`config.mk`:
```
export PLATFORM = sky130hd
export DESIGN_NAME = prrs_ram
export DESIGN_NICKNAME = d
export VERILOG_FILES = /design/src/sv/prrs_ram.sv
export SDC_FILE = /design/constraint.sdc
export NUM_CORES = 1
export LEC_CHECK = 0
export BUFFER_PORTS_ARGS = -buffer_cell sky130_fd_sc_hd__buf_2
export CORE_ASPECT_RATIO = 0.7
export CORE_MARGIN = 1.5
export CORE_UTILIZATION = 35
export DETAILED_ROUTE_END_ITERATION = 8
export GPL_TIMING_DRIVEN = 1
export SLEW_MARGIN = 20
export SYNTH_ARGS = -nofsm -noshare
export SYNTH_HDL_FRONTEND = slang
export SYNTH_SLANG_ARGS = --single-unit
```
`constraint.sdc`:
```
create_clock -name i_clk -period 2.2 [get_ports i_clk]
set_input_delay 0.44 -clock i_clk [delete_from_list [all_inputs] [get_ports i_clk]]
set_output_delay 0.44 -clock i_clk [all_outputs]
set_load 0.005 [all_outputs]
```
`src/sv/prrs_ram.sv`:
```
module prrs_ram
    #(
    parameter int WIDTH = 8,
    parameter int DEPTH = 16
    )
    (
    input  logic                     i_clk,
    input  logic                     i_we,
    input  logic [$clog2(DEPTH)-1:0] i_waddr,
    input  logic [WIDTH-1:0]         i_wdata,
    input  logic [$clog2(DEPTH)-1:0] i_raddr,
    output logic [WIDTH-1:0]         o_rdata
    );

    logic [WIDTH-1:0] r_mem [DEPTH];
    logic [WIDTH-1:0] r_rdata;

    always_ff @(posedge i_clk) begin
        if (i_we) begin
            r_mem[i_waddr] <= i_wdata;
        end
        r_rdata <= r_mem[i_raddr];
    end

    assign o_rdata = r_rdata;

endmodule

```
==> impl_results.md, run 1 <==
- Fraction of registers with async set or reset after synthesis: 0%
- Placer Congestion: roughly 0.76
- Antenna violations before repair: 0
- Warnings, synthesis: 0
- Vias in the first global route: 2,497
- Clock Tree Root: clkbuf_16
- Status: complete, no violations
- Skew-Pair Late Insertion Delay: 410 ps
- Most common cell after layout, fill and taps aside: edfxtp_1
- Most frequent cells in the layout: edfxtp_1, buf_2, buf_4, mux4_2, clkbuf_16
- Routed wire length: 10,640 um
- #FFs+latches synth: 136
- CP max FO: 32
- Area of the mapped netlist: 5147 um2
- Max-slew violations: 0
- Setup TNS: 0 ps
- Die Y: about 100 um
- Total CTS buffers: 17
- CP startpoint kind: primary input
- Largest net degree at the start of global routing: 33
- Design Power: 5.988 mW
- Mapped Cells: 229
- Slowest CP cell: mux4_1
- Multi-input logic area: 1057 um2
- Hold_buf cts: 0
- Critical path class: in -> reg
- WL/cell: 21.81 um
- Area leader, netlist: edfxtp_1
- Required @ worst endpoint: between 2000 and 2500 ps
- Power per cell area: ~960 nW/um2
- Fill cell count: 1,234
- Clock Path Buffers: 2
- Crit path capture type: flip-flop
- Worst Hold Class: in -> reg
- Area grow syn2layout: 20.56%
- Worst reg-to-reg setup slack: around 760 ps
- DP HPWL: 6733 um
- Layout cells sized above 1: between 30% and 40%
- Fmax: 630.8 MHz
- CP peak stage delay: 670 ps
- Setup ws final: 614.8 ps
- Number of max-cap violations: 0
- Largest cells by area after synthesis: edfxtp_1, mux4_2, mux4_1
- Fin. Hold Viols: 0
- First-pass GRT wire length: approximately 16,000 um
- Main combinational cell family by area after synthesis: multiplexers
- Cell type group with the largest total delay on the critical path: multiplexers
- Adder-Cell Fraction of Synth Area: 0%
- I/O pin count: 26
- Post-route antenna net violation count: 0
- Setup Viol. Count Final: 0
- Final Skew: between 7 and 8 ps
- Initial Utilization: 36.39%
- Slew margin rel.: 60.55%
- WP buf/inv: 2
- Critical path arrival: 1880 ps
- GR Overflow Total: 0
- Worst-path cell chain: buf_2, buf_12, mux4_1, a22oi_1, nand2_1
- Post-cts resize count: 0
- Die X: 148.0 um
- Die area: 15,460 um2
- Vias: 2,468
- VDD IR max: about 540 uV
- Port Buffers: 25
- H-tree depth: 4
- Synth Area in Compound Gates: 2.333%
- Min cycle time layout: 1585 ps
- Synth top area share: 74.67%
- Initial drt markers: roughly 150
- Clock transition at the registers of the reported paths: 60 ps
- Placement Setup Slack: 212.0 ps
- RSZ-0062 raised after global routing: false
- Worst slew pin tran: 589.6 ps
- Total core area: between 10,000 and 15,000 um2
- Drt via density: 5.057
- Sequential-to-total area share from yosys stat: 77.78%
- Period utilisation layout: 72.06%
- P_leak: approximately 2.1 nW
- Mux share of post-synthesis cell area: 15.02%
- Synth Area in Simple Gates: 3.184%
- Drt first pass iters: 4
- Xor-xnor portion of the synthesized cell area: 0%
- Ys flop type: edfxtp_1
- CTS Sinks: approximately 140
- CTS tree: built
- Row Count: 36
- Setup repair bufs after CTS: 0
- Antenna cells: 0
- Seq. cell area: 4004 um2
- DRC viols: 0
- GRT Util Overall: 15.06%
- Avg Inst Size Synth: roughly 22 um2
- Synth Net Count: 247
- Final nets: slightly above 300
- Post-synth cell types: 19
- EDFF count, synth: 128
cell type report:
type | count | area share, %
Sequential cell | 136 | 64.52
Multi-Input combinational cell | 83 | 17.04
Clock buffer | 17 | 6.855
Timing Repair Buffer | 47 | 5.081
Tap cell | 190 | 3.831
Clock inverter | 15 | 2.681
power by group:
part | total (mW) | switching, mW | internal (mW)
Sequential | 2.92 | 0.0196 | 2.90
Combinational | 0.276 | 0.156 | 0.120
Clock | 2.80 | 1.10 | 1.69
Total | 5.99 | 1.28 | 4.71
state kept, by name, summed over array words and instances (netlist names):
| name | count |
|---|---|
| o_rdata | 8 |
| r_mem | 128 |
layer usage:
layer | vias to the layer above | GRT usage (%) | wire (um) | part of all wire (%)
li1 | 1093 | - | - | -
met5 | - | 0 | 0 | 0
met3 | 8 | 4.342 | 1042 | 9.8
met4 | 0 | 5.092 | 83 | 0.78
met1 | 1280 | 22.14 | 4710 | 44
met2 | 87 | 21.36 | 4806 | 45
worst paths after layout:
path,from,end,depth (start not counted)
hold / removal,i_wdata[3],r_mem[15][3],1
hold reg to reg,r_mem[8][3],o_rdata[3],3
setup reg to reg,r_mem[1][1],o_rdata[1],3
setup / recovery,i_raddr[0],o_rdata[1],5
stage by stage:
stage / utilization [%] / cells / hold slack (ps) / instance area, um2
finish: 43.88 / 488 / 413.7 / 6206
global route: 43.88 / 488 / 421.1 / 6206
CTS: 43.88 / 488 / 399.2 / 6206
detailed placement: 39.69 / 456 / 665.4 / 5614
global placement: 39.69 / 456 / 647.5 / 5614
floorplan: - / 229 / 538.9 / 5147
logic make-up after synthesis:
kind of cell / count (synthesis)
flip-flops: 136
AND/OR/NAND/NOR: 35
multiplexers: 32
AO/OA/AOI/OAI: 16
buffers and inverters: 10
synthesized netlist by cell type, types with 2 or more instances:
library cell     number
a22oi_1              16
buf_2                 3
buf_6                 3
clkdlybuf4s25_2       3
dfxtp_1               8
edfxtp_1            128
mux4_1               14
mux4_2               18
nand2_1               9
nand2b_1              2
nand3b_1              2
nor2_1               13
nor3_1                4
Power figures use the tool's default switching activity.
==> run 2: changes to the inputs <==
- ABC_AREA: unset -> 1
- clock period: 2.2 -> 1.5 ns (I/O delays scaled with it)
==> run 2 against run 1 <==
  * Synthesized area increased by 12%
  * Flip-flop and latch count unchanged
  * First-iteration DRC count increased to 2.5 times the previous value
  * Design area up 10%
==> impl_results.md, run 2 <==
- Placement Setup Slack: about 150 ps
- CTS tree: built
- Worst r2r path cells: 6
- Initial drt markers: about 370
- VDD IR max: 809.5 uV
- Worst Hold Class: in -> reg
- Finished Core Util: 42.19%
- P_leak: 2.946 nW
- Sequential-to-total area share from yosys stat: between 60% and 70%
- Port Buffers: 25
- Drt first pass iters: 5
- EDFF count, synth: about 130
- Number of max-cap violations: 0
- CP max FO: 1
- Design Power: 8.990 mW
- Highest metal used: met4
- Largest register by flop count: r_mem
- Initial Utilization: a little over a third
- Die Y: 110.4 um
- Final Cell Area: 6835 um2
- Die area: 17,270 um2
- Worst-path cell chain: buf_2
- Largest cells by area after synthesis: edfxtp_1, nand2_1, nand3_1
- Total CTS buffers: 17
- Fraction of registers with async set or reset after synthesis: 0%
- Clock transition at the registers of the reported paths: approximately 60 ps
- Required @ worst endpoint: 1200 ps
- Vias: just under 4,000
- Largest net degree at the start of global routing: 58
- Worst slew pin tran: 400.1 ps
- Status: complete, no violations
- Area grow syn2layout: 18.53%
- Hold Crit Depth: 3
- Avg Inst Size Synth: 10.47 um2
- Setup repair bufs after CTS: 0
- Area of the mapped netlist: about 5800 um2
- Slowest CP cell: dfxtp_1
- Most common cell after layout, fill and taps aside: nand2_1
- CP peak stage delay: ~370 ps
- Setup TNS: 0 ps
- Post-synth cell types: 12
- Final Skew: 4.779 ps
- Vias in the first global route: ~3,600
- Placer Congestion: slightly above 0.8
- First-pass GRT wire length: 21,210 um
- Seq. cell area: 4004 um2
- Setup ws final: 271.4 ps
- Setup Viol. Count Final: 0
- Dpl cell area: 6240 um2
- DP HPWL: around 8700 um
- Synth cell count leaders: nand2_1, edfxtp_1, inv_1
- Cell type group with the largest total delay on the critical path: flip-flops
- Die X: between 150 and 200 um
- Multi-input logic area: 1214 um2
- Area leader, netlist: edfxtp_1
- GR Overflow Total: 0
- Slew margin rel.: 73.33%
- Post-cts resize count: 0
- DRC viols: 0
- Met3 routed WL: around 1200 um
- H-tree depth: 4
- Fin. Hold Viols: 0
- Hold_buf cts: 0
- Critical Path Stages: 1
- Period utilisation layout: 81.91%
- Met1 WL: 6951 um
- Total core area: 16,200 um2
- WL met2: 5447 um
- Max reg flops: 128
- #FFs+latches synth: 136
- Min cycle time layout: approximately 1200 ps
- Critical path arrival: 930 ps
- Fill cell count: 1,572
- Max-slew violations: 0
- Clock Path Buffers: 2
- Skew-Pair Late Insertion Delay: 420 ps
- Drt via density: 4.607
- Most frequent cells in the layout: nand2_1, edfxtp_1, inv_1, nand3_1, buf_2
- WP buf/inv: 1
- Final nets: ~620
- Cell with the most instances after synthesis: nand2_1
- Warnings, synthesis: 0
- CTS Sinks: approximately 140
- GRT Util Overall: 17.43%
- CP startpoint kind: flip-flop
- Synth top area share: 66.65%
- Row Count: 39
- Layout cells sized above 1: 13.61%
- Synth Net Count: 569
- I/O pin count: 26
- Ys flop type: edfxtp_1
- Routed wire length: 13,750 um
- Fmax: between 800 and 900 MHz
- RSZ-0062 raised after global routing: false
- Antenna violations before repair: 0
- Antenna cells: 0
- Post-route antenna net violation count: 0
- Mapped Cells: 551
- WL/cell: between 15 and 20 um
- Crit path capture type: primary output
- Power per cell area: between 1000 and 1500 nW/um2
- Clock Tree Root: clkbuf_16
- Critical path class: reg -> out
==> run 2: cell count changes after synthesis, moves of 3 or more <==
cell	change
a22oi_1	-16
buf_2	+10
buf_4	+3
buf_6	+3
clkdlybuf4s25_2	-3
inv_1	+100
mux4_1	-14
mux4_2	-18
nand2_1	+164
nand3_1	+96
nor2_1	+4
nor3_1	-4
==> run 2: layout make-up <==
| type | instances | share of cell area, % |
|---|---|---|
| tap | 225 | 4.119 |
| multi-input combinational | 289 | 17.76 |
| timing repair buffer | 51 | 5.235 |
| clock inverter | 14 | 2.288 |
| clock buffer | 18 | 6.425 |
| inverter | 102 | 5.601 |
| sequential | 136 | 58.58 |
==> run 2: metal layers <==
layer | global-route usage [%] | vias to the layer above
met2 | 23.30 | 155
met4 | 7.415 | 0
li1 | - | 1865
met1 | 25.72 | 1814
met5 | 0 | -
met3 | 5.512 | 13
==> run 2: report_power, final <==
part,switching [mW],internal [mW],leakage (nW)
Sequential,0.0293,4.25,1.22
Clock,1.55,2.63,0.283
Combinational,0.368,0.167,1.44
Total,1.94,7.05,2.95
==> run 2: cell families after synthesis <==
group                  count (synthesis)  synth area share [%]
and+or+nand+nor                      289                 21.05
DFF                                  136                 69.43
buffers and inverters                126                 9.525
==> run 2: through the flow <==
step                      instances  hold slack [ps]
after floorplan                 551            398.9
after global placement          803            667.1
after detailed placement        803            669.8
after CTS                       835            238.7
after global routing            835            265.8
final                           835            263.6
==> run 2: worst paths after layout <==
check / start / endpoint / slack [ps]
worst min register to register: r_mem[13][3] / o_rdata[3] / 680
worst max-delay path: o_rdata[7] / o_rdata[7] / 270
worst max register to register: r_mem[15][4] / o_rdata[4] / 470
worst min-delay path: i_raddr[3] / o_rdata[3] / 260
